<file path="src/spq_pkg.sv">
package spq_pkg;

	localparam int SPQ_DEPTH = 16;
	localparam int TAG_W     = 16;
	localparam int PRIO_W    = 8;

	localparam logic MODE_ENQ = 1'b0;
	localparam logic MODE_DEQ = 1'b1;

	// One slot of the sorted row
	typedef struct packed {
		logic              valid;
		logic [TAG_W-1:0]  tag;
		logic [PRIO_W-1:0] prio;
	} spq_entry_t;

	// Command broadcast to every cell for one transaction
	typedef struct packed {
		logic              enq;
		logic              deq;
		logic [TAG_W-1:0]  tag;
		logic [PRIO_W-1:0] prio;
	} spq_cmd_t;

endpackage

</file>
<file path="src/spq_cell.sv">
module spq_cell
	import spq_pkg::*;
(
	input  logic       clk,
	input  logic       arst_n,
	input  spq_cmd_t   cmd,
	input  spq_entry_t left_entry,
	input  logic       left_yield,
	input  spq_entry_t right_entry,
	output spq_entry_t entry,
	output logic       yield
);

	logic              valid_q;
	logic [TAG_W-1:0]  tag_q;
	logic [PRIO_W-1:0] prio_q;
	spq_entry_t        entry_q;
	spq_entry_t        entry_d;

	always_comb begin
		entry_q.valid = valid_q;
		entry_q.tag   = tag_q;
		entry_q.prio  = prio_q;
	end

	// Yield the slot when empty or when the held entry sorts strictly after the new one
	assign yield = !entry_q.valid || (entry_q.prio > cmd.prio);
	assign entry = entry_q;

	always_comb begin
		entry_d = entry_q;
		if (cmd.enq) begin
			if (left_yield) begin
				entry_d = left_entry;
			end else if (yield) begin
				entry_d.valid = 1'b1;
				entry_d.tag   = cmd.tag;
				entry_d.prio  = cmd.prio;
			end
		end else if (cmd.deq) begin
			entry_d = right_entry;
		end
	end

	always_ff @(posedge clk or negedge arst_n) begin
		if (!arst_n) begin
			valid_q <= 1'b0;
		end else begin
			valid_q <= entry_d.valid;
		end
	end

	always_ff @(posedge clk) begin
		tag_q  <= entry_d.tag;
		prio_q <= entry_d.prio;
	end

endmodule

</file>
<file path="src/stable_priority_queue.sv">
// Sorted priority queue built as a row of DEPTH cells, front at cell 0.
// Command channel: present mode, member_tag and priority_req with start high;
// the transaction is taken on any edge where start is high and busy is low.
// busy stays low: the row absorbs one enqueue or dequeue every cycle.
// mode selects enqueue (insert after every held entry of lower or equal
// priority number) or dequeue (remove and return the front entry).
// Result channel: in the cycle after each accepted command, done pulses
// for one cycle with out_valid, out_tag, out_priority, now_empty and
// rejected_full. The receiver cannot stall; sample the result on that edge.
// Throughput is one command per cycle, set by each cell doing a single
// priority compare against the broadcast command and loading from itself,
// its left or its right neighbor, or the command's tag and priority.
// An enqueue into a full row is dropped and flagged with rejected_full.
// Reset clears all cell valid bits (queue empty) and the done strobe;
// tag and priority storage is left as is.
module stable_priority_queue
	import spq_pkg::*;
#(
	parameter int DEPTH = SPQ_DEPTH
) (
	input  logic              clk,
	input  logic              arst_n,
	input  logic              start,
	output logic              busy,
	input  logic              mode,
	input  logic [TAG_W-1:0]  member_tag,
	input  logic [PRIO_W-1:0] priority_req,
	output logic              done,
	output logic              out_valid,
	output logic [TAG_W-1:0]  out_tag,
	output logic [PRIO_W-1:0] out_priority,
	output logic              now_empty,
	output logic              rejected_full
);

	spq_entry_t             entries [DEPTH];
	logic       [DEPTH-1:0] yields;
	logic       [DEPTH-1:0] vld;
	spq_cmd_t               cmd;
	spq_entry_t             blank;

	logic accept;
	logic is_enq;
	logic is_deq;
	logic full;
	logic empty;

	logic              done_q;
	logic              out_valid_q;
	logic [TAG_W-1:0]  out_tag_q;
	logic [PRIO_W-1:0] out_priority_q;
	logic              now_empty_q;
	logic              rejected_full_q;

	assign busy   = 1'b0;
	assign accept = start && !busy;
	assign is_enq = accept && (mode == MODE_ENQ);
	assign is_deq = accept && (mode == MODE_DEQ);

	// Occupancy is the thermometer of cell valid bits
	assign full  = vld[DEPTH-1];
	assign empty = !vld[0];

	assign blank = '0;

	// Broadcast the command; drop an enqueue when full, ignore a dequeue when empty
	always_comb begin
		cmd.enq  = is_enq && !full;
		cmd.deq  = is_deq && !empty;
		cmd.tag  = member_tag;
		cmd.prio = priority_req;
	end

	genvar gi;
	generate
		for (gi = 0; gi < DEPTH; gi++) begin : g_cell
			spq_entry_t left_e;
			spq_entry_t right_e;
			logic       left_y;

			if (gi == 0) begin : g_head
				assign left_e = blank;
				assign left_y = 1'b0;
			end else begin : g_mid
				assign left_e = entries[gi-1];
				assign left_y = yields[gi-1];
			end

			if (gi == DEPTH-1) begin : g_tail
				assign right_e = blank;
			end else begin : g_body
				assign right_e = entries[gi+1];
			end

			spq_cell u_cell (
				.clk         (clk),
				.arst_n      (arst_n),
				.cmd         (cmd),
				.left_entry  (left_e),
				.left_yield  (left_y),
				.right_entry (right_e),
				.entry       (entries[gi]),
				.yield       (yields[gi])
			);

			assign vld[gi] = entries[gi].valid;
		end
	endgenerate

	// Hold the done strobe for exactly one cycle per transaction
	always_ff @(posedge clk or negedge arst_n) begin
		if (!arst_n) begin
			done_q <= 1'b0;
		end else begin
			done_q <= accept;
		end
	end

	// Capture the result fields; the front cell still holds the entry being removed
	always_ff @(posedge clk) begin
		if (accept) begin
			out_valid_q     <= cmd.enq || cmd.deq;
			out_tag_q       <= cmd.deq ? entries[0].tag : '0;
			out_priority_q  <= cmd.deq ? entries[0].prio : '0;
			rejected_full_q <= is_enq && full;
			if (cmd.enq) begin
				now_empty_q <= 1'b0;
			end else if (cmd.deq) begin
				now_empty_q <= !vld[1];
			end else begin
				now_empty_q <= empty;
			end
		end
	end

	assign done          = done_q;
	assign out_valid     = out_valid_q;
	assign out_tag       = out_tag_q;
	assign out_priority  = out_priority_q;
	assign now_empty     = now_empty_q;
	assign rejected_full = rejected_full_q;

	a_done_follows: assert property (@(posedge clk) disable iff (!arst_n)
		accept |=> done)
		else $error("result strobe missing after accepted command");

	a_no_spurious_done: assert property (@(posedge clk) disable iff (!arst_n)
		!accept |=> !done)
		else $error("result strobe without a command");

	a_contiguous: assert property (@(posedge clk) disable iff (!arst_n)
		((vld >> 1) & ~vld) == '0)
		else $error("valid cells are not packed toward the front");

	a_reject_only_full: assert property (@(posedge clk) disable iff (!arst_n)
		accept && mode == MODE_ENQ && !full |=> !rejected_full && out_valid)
		else $error("enqueue rejected while space was left");

	a_flags_exclusive: assert property (@(posedge clk) disable iff (!arst_n)
		done |-> !(out_valid && rejected_full))
		else $error("result both valid and rejected");

endmodule
</file>
<file path="config.mk">
export PLATFORM = sky130hd
export DESIGN_NAME = stable_priority_queue
export DESIGN_NICKNAME = d
export VERILOG_FILES = /design/src/spq_pkg.sv /design/src/spq_cell.sv /design/src/stable_priority_queue.sv
export SDC_FILE = /design/constraint.sdc
export NUM_CORES = 1
export LEC_CHECK = 0
export ABC_AREA = 1
export BUFFER_PORTS_ARGS = -buffer_cell sky130_fd_sc_hd__buf_2
export CORE_MARGIN = 5
export CORE_UTILIZATION = 42
export CTS_BUF_LIST = sky130_fd_sc_hd__clkbuf_16
export DETAILED_ROUTE_END_ITERATION = 8
export HOLD_SLACK_MARGIN = 0.1
export SYNTH_ARGS = -nofsm -noshare
export SYNTH_HDL_FRONTEND = slang
export SYNTH_SLANG_ARGS = --single-unit
export TNS_END_PERCENT = 20
</file>
<file path="constraint.sdc">
create_clock -name clk -period 2.9 [get_ports clk]
set_input_delay 0.435 -clock clk [delete_from_list [all_inputs] [get_ports clk]]
set_output_delay 0.435 -clock clk [all_outputs]
set_load 0.05 [all_outputs]
</file>
==> results.md, run 1 <==
* Areal power density over the cells at 1060 nW/um^2
* Post-layout util at 47.1%
* Number of enable-type register cells in the synthesized netlist at 411
* Routability cong. at approximately 0.94
* Clock Path Buffers at 3
* Classification of the worst-slack hold path: primary input to register
* Shortest clock period the worst path allows after layout at ~2400 ps
* Effective utilization at floorplan at 42.4%
* Horizontal die dimension at 257 um
* Detailed router's first-iteration violation count at around 2600
* Prevailing post-synth register cell: edfxtp_1
* Synth top area cells: edfxtp_1, nand3_1, nand2_1
* Cell with the most instances after synthesis: nand2_1
* Library cell appearing most often on the critical path: nand2_1
* Status: finished clean
* Portion of the post-synthesis area used by sequential elements at about half
* Number of antenna violations at the first check in global routing at 2
* Number of rows created at floorplan at 90
* Period utilisation layout at 81.1%
* Total GRT Usage at between 20% and 30%
* Post-synthesis cell area at 25700 um^2
* CTS Buf Count at 48
* Proportion of synthesized flip-flops having asynchronous set or reset at 3.97%
* Ratio of cells with drive above 1 in the final layout at 8.08%
* Cell total after placement at 3836
* Pin count of the biggest net entering global routing at 211
* Via-to-Cell Ratio at 5.69
* Height of the chip at roughly 260 um
* Lkg Pwr at 12.9 nW
* Number of nets with antenna violations after detailed routing at 0
* Net count of the mapped netlist at roughly 3300
* RSZ-0062 raised after global routing: no
* Initial DRT Pass Iterations at 6
* Total buffers and inverters traversed by the critical path at 1
* Top cell type's share of synthesized area at 48.1%
* CP max-delay cell: nand2_2
* Non-Filler Instances at slightly below 4000
* Worst Tran Pin Value at 944 ps
* Synth Register Bits at 428
* Clock transition time at the flip-flop clock pins of the worst setup and hold paths at 60 ps
* Post-layout power at between 30 and 40 mW
* Worst slack at placement at 187 ps
* Total of buffers placed on input and output ports at 55
* Core Footprint at 60500 um^2
* Reg area at about 13000 um^2
* Multi-input combinational cell area at 10300 um^2
* Half-perimeter wire length after placement at 57.1 mm
* Average cell area after synthesis at a little over 8 um^2
* Count of max-cap constraint violations at 0
* Final net count at 3253
* WL/cell at 21.2 um
* Slew Limit Headroom at about 37%
* Max stage delay on crit path at ~440 ps
* Vias in the first global route at 21600
* Critical Path, Cell by Cell: ha_1, inv_1, o21bai_1, nand2_1, nand2_1, nand2_1, nand2_1, nand2_2, nand2_2, nand2_1, nand3_1, o21ai_1
* CP top delay family: simple AND/OR/NAND/NOR gates
* Library cells used by synthesis at 26
* Remaining design rule violation count at 0
* Data arrival at the endpoint of the critical path at 2660 ps
* Worst clock skew at 19.0 ps
* Largest fanout on the critical path at 24
* Standard cell area after detailed placement at 26900 um^2
* I/O pin cnt at 57
* Number of post-CTS setup repair buffers at 0
* Critical path type: register to register
* Number of failing hold endpoints at the final stage at 0
* Sinks on the clock net at 428
* CP endpoint kind: register
* Clock latency on the worst-skew pair at 600 ps
* Worst EP required at 3210 ps
* Most frequent cells after synthesis: nand2_1, nand3_1, edfxtp_1
* Max frequency at 425 MHz
* Cell type contributing the most total cell area after synthesis: edfxtp_1
* Total number of vias at 22300
* Worst ir drop on vdd at 0.550 mV
* Worst setup slack after layout at 548 ps
* Total negative setup slack at 0 ps
* Setup-violating endpoint count in the final report at 0
* Hold WS at 219 ps
* Global-route wire length before repair at between 100 and 150 mm
* Final slew viol count at 0
* Wire length reported by the detailed router at ~83 mm
* Total overflow reported by the global router at 0
* Yosys warning total at 0
* Post-synthesis to final-layout area growth at 11.0%
* Die ar. at 66100 um^2
* Startpoint kind of the worst setup timing path: register
* Synthesized netlist cell count at 3111
* Number of filler instances in the final layout at a little under 6000
* TritonCTS clock tree: done
* Root Buffer: clkbuf_16
* Non-Filler Cell Area, Final at 28500 um^2
* H-Tree Level Count at 2
per-layer routing:
metal	GRT usage, %	wire, um	up-vias
met2	38.8	38700	988
li1	-	-	10400
met1	32.7	33900	10800
met3	4.27	7440	190
met5	0	0	-
met4	9.57	3250	0
layout by cell type (no fill, tap or decap), types with 12 or more instances in the layout:
cell	n
inv_1	421
nand2_1	737
nor2_1	138
nand2_2	27
nand3_1	594
edfxtp_1	411
nand4_1	16
o21a_1	14
ha_1	120
dfrtp_1	17
buf_4	73
a21oi_1	47
o21ai_0	239
o21ai_1	102
o21bai_1	19
clkinv_1	12
clkbuf_16	50
buf_12	26
buf_2	55
final cells by class:
type                            instances  share of cell area (%)
Timing Repair Buffer                  155                    4.76
Multi-Input combinational cell       2062                    36.1
Tap cell                              782                    3.44
Clock buffer                           50                    4.40
Sequential cell                       428                    44.9
Clock inverter                         40                    1.01
Inverter                              410                    5.41
Antenna cell                            2                  0.0176
flip-flops by register name (all words and copies together), names as in the netlist:
name and flops:
g_cell.u_cell.prio_q 128, g_cell.u_cell.tag_q 256, now_empty 1, out_tag 16
out_priority 8, done 1, rejected_full 1, out_valid 1
g_cell.u_cell.valid_q 16
where the power goes:
group          internal [mW]  leakage (nW)  total (mW)  switching (mW)
Sequential              10.5          4.37        11.7            1.12
Clock                   3.47         0.802        6.08            2.62
Combinational           3.79          7.70        12.6            8.79
what timing repair did:
action                    4_1_cts  5_1_grt
hold endpoints to repair       17        0
resized for setup               0        0
hold buffers                    1        0
final timing paths:
| path | slack, ps | cells past startpoint | start | endpoint |
|---|---|---|---|---|
| max in group asynchronous | 2070 | 2 | arst_n | g_cell[4].u_cell.valid_q |
| setup / recovery | 550 | 12 | g_cell[8].u_cell.prio_q[1] | g_cell[9].u_cell.tag_q[1] |
| setup reg to reg | 550 | 12 | g_cell[8].u_cell.prio_q[1] | g_cell[9].u_cell.tag_q[1] |
| hold / removal | 220 | 1 | start | out_tag[8] |
| hold reg to reg | 530 | 2 | g_cell[14].u_cell.valid_q | g_cell[14].u_cell.valid_q |
| min in group asynchronous | 390 | 2 | arst_n | g_cell[8].u_cell.valid_q |
cell families (layout without fill, tap and decap cells):
logic type | count (synthesis) | after routing | synth area share (%)
AO/OA/AOI/OAI | 423 | 423 | 8.59
AND/OR/NAND/NOR | 1518 | 1518 | 25.6
flip-flops | 428 | 428 | 49.8
other | 1 | 3 | 0.0146
buffers and inverters | 621 | 655 | 10.2
adder cells (fa/ha/maj) | 120 | 120 | 5.85
Note: power is estimated with default switching activity, not from simulation.
==> run 2: changes to the inputs <==
- clock period: 2.9 -> 1.9 ns (I/O delays scaled with it)
==> run 2 against run 1 <==
- the flow now finishes with violations (setup timing)
- global-route usage rose by 1.8 points
- setup slack lost 750 ps
- die area unchanged
- design area increased by 18%
- clock skew grew 10 ps
- register-to-register slack worse by 750 ps
- via count rose by 7.4%
- cell count grew 6.5%
- clock power rose by 62%
- utilization grew 8.5 points
- largest cell class unchanged
- largest power group unchanged
- highest routed layer is now met5
==> results.md, run 2 (same netlist as run 1, synthesis figures left out) <==
* Status: finished, violations left
* Violated checks: setup timing
* Diode count at 0
* Remaining design rule violation count at 0
* H-Tree Level Count at 2
* Pin count of the biggest net entering global routing at 95
* Horizontal die dimension at 257 um
* Worst EP required at about 2200 ps
* Vias in the first global route at 22800
* Period utilisation layout at 110%
* Post-synthesis to final-layout area growth at 31.0%
* Number of nets with antenna violations after detailed routing at 0
* Areal power density over the cells at ~1600 nW/um^2
* Ratio of cells with drive above 1 in the final layout at roughly a quarter
* Via-to-Cell Ratio at 5.73
* Routability cong. at about 0.9
* Largest fanout on the critical path at 8
* TritonCTS clock tree: done
* Core Footprint at 60500 um^2
* Total overflow reported by the global router at 0
* Total number of vias at between 20000 and 25000
* Initial DRT Pass Iterations at 6
* Total of buffers placed on input and output ports at 55
* Slew Limit Headroom at 45.3%
* Classification of the worst-slack hold path: primary input to register
* Clock transition time at the flip-flop clock pins of the worst setup and hold paths at 60 ps
* Number of rows created at floorplan at 90
* Global-route wire length before repair at roughly 130 mm
* Worst ir drop on vdd at 0.772 mV
* Largest register by flop count: g_cell.u_cell.tag_q
* Post-layout util at 55.6%
* Number of flip-flops in the largest register at 256
* Count of max-cap constraint violations at 0
* Most frequent standard cell in the layout excluding fill and tap cells: nand2_1
* WL/cell at between 20 and 25 um
* Max frequency at 477 MHz
* Effective utilization at floorplan at 42.4%
* Setup slack of the most critical reg-to-reg path at -200 ps
* Worst Tran Pin Value at 821 ps
* Total negative setup slack at -66230 ps
* I/O pin cnt at 57
* Most used cells in the layout excluding fill and tap cells: nand2_1, nand3_1, edfxtp_1
* Half-perimeter wire length after placement at between 60 and 70 mm
* Height of the chip at 257 um
* Wire length reported by the detailed router at between 90 and 100 mm
* Final slew viol count at 0
* Registers with the most flip-flops: g_cell.u_cell.tag_q x256, g_cell.u_cell.prio_q x128
* Setup-violating endpoint count in the final report at 641
* Total GRT Usage at 26.0%
* CTS Buf Count at 50
* Critical path type: register to register
* Die ar. at about 66000 um^2
* Shortest clock period the worst path allows after layout at 2100 ps
* Clock latency on the worst-skew pair at roughly 620 ps
* Worst setup slack after layout at -198 ps
* Number of antenna violations at the first check in global routing at 2
* Worst clock skew at 29.3 ps
* Final net count at 3510
* CP endpoint kind: register
* Number of failing hold endpoints at the final stage at 0
* RSZ-0062 raised after global routing: yes
* Data arrival at the endpoint of the critical path at between 2000 and 2500 ps
* Startpoint kind of the worst setup timing path: register
* Sinks on the clock net at 428
* Number of filler instances in the final layout at 5279
* Lkg Pwr at 14.8 nW
* Clock Path Buffers at 3
* Detailed router's first-iteration violation count at roughly 3400
* Root Buffer: clkbuf_16
==> run 2: where the power goes <==
part	switching, mW	internal (mW)	leakage (nW)	total (mW)
logic	16.8	10.2	9.59	27.0
clock network	4.14	5.73	0.830	9.86
registers	1.90	16.1	4.37	18.0
==> run 2: worst max-delay path, stage by stage (launching register included) <==
cell and delay [ps]:
edfxtp_1 450, ha_4 310, inv_2 30, o21bai_1 130, nand2_1 60, nand2_1 60
nand2_1 60, nand2_1 90, nand2_2 110, nand2_8 130, nand2_8 160, nand2_4 200
==> run 2: final timing paths <==
path                                        startpoint                     endpoint  cells after the start
hold / removal                           member_tag[1]   g_cell[15].u_cell.tag_q[1]                      3
min in group asynchronous                       arst_n    g_cell[13].u_cell.valid_q                      2
setup reg to reg            g_cell[1].u_cell.prio_q[1]   g_cell[1].u_cell.prio_q[2]                     11
hold reg to reg            g_cell[15].u_cell.tag_q[11]  g_cell[14].u_cell.tag_q[11]                      2
max in group asynchronous                       arst_n     g_cell[5].u_cell.valid_q                      2
setup / recovery            g_cell[1].u_cell.prio_q[1]   g_cell[1].u_cell.prio_q[2]                     11
==> run 2: layer usage <==
| metal | vias up | track usage, % | share of wire (%) |
|---|---|---|---|
| li1 | 11000 | - | - |
| met5 | - | 0.731 | 0.066 |
| met1 | 11600 | 34.7 | 39 |
| met2 | 1230 | 42.9 | 47 |
| met3 | 223 | 4.52 | 9.4 |
| met4 | 2 | 8.90 | 3.8 |
==> run 2: metrics by stage <==
step	worst slack, ps	power (mW)	area, um^2	hold slack [ps]	cells
2_1_floorplan	-121	30.8	26300	-10.6	3111
3_3_place_gp	-453	39.1	29000	387	4009
3_5_place_dp	-452	39.7	29000	396	4009
4_1_cts	-162	50.9	31600	112	4140
5_1_grt	-312	57.8	33600	141	4185
6_report	-198	54.9	33600	132	4185
==> run 2: layout make-up <==
type                    instances  area [um^2]  share of cell area, %
repair buffers                390         3940                   11.7
flip-flops and latches        428        12800                   38.0
well taps                     782          978                   2.91
clock buffers                  50         1250                   3.72
clock inverters                43          385                   1.15
multi-input cells            2082        12700                   37.8
inverters                     410         1580                   4.71
==> run 2: what timing repair did <==
action | CTS | global route
setup buffers | 11 | 20
resized for setup | 143 | 342
hold endpoints to repair | 34 | 0
pin swaps | 18 | 60
setup endpoints to repair | 671 | 738
cloned | 16 | 25
hold buffers | 11 | 0
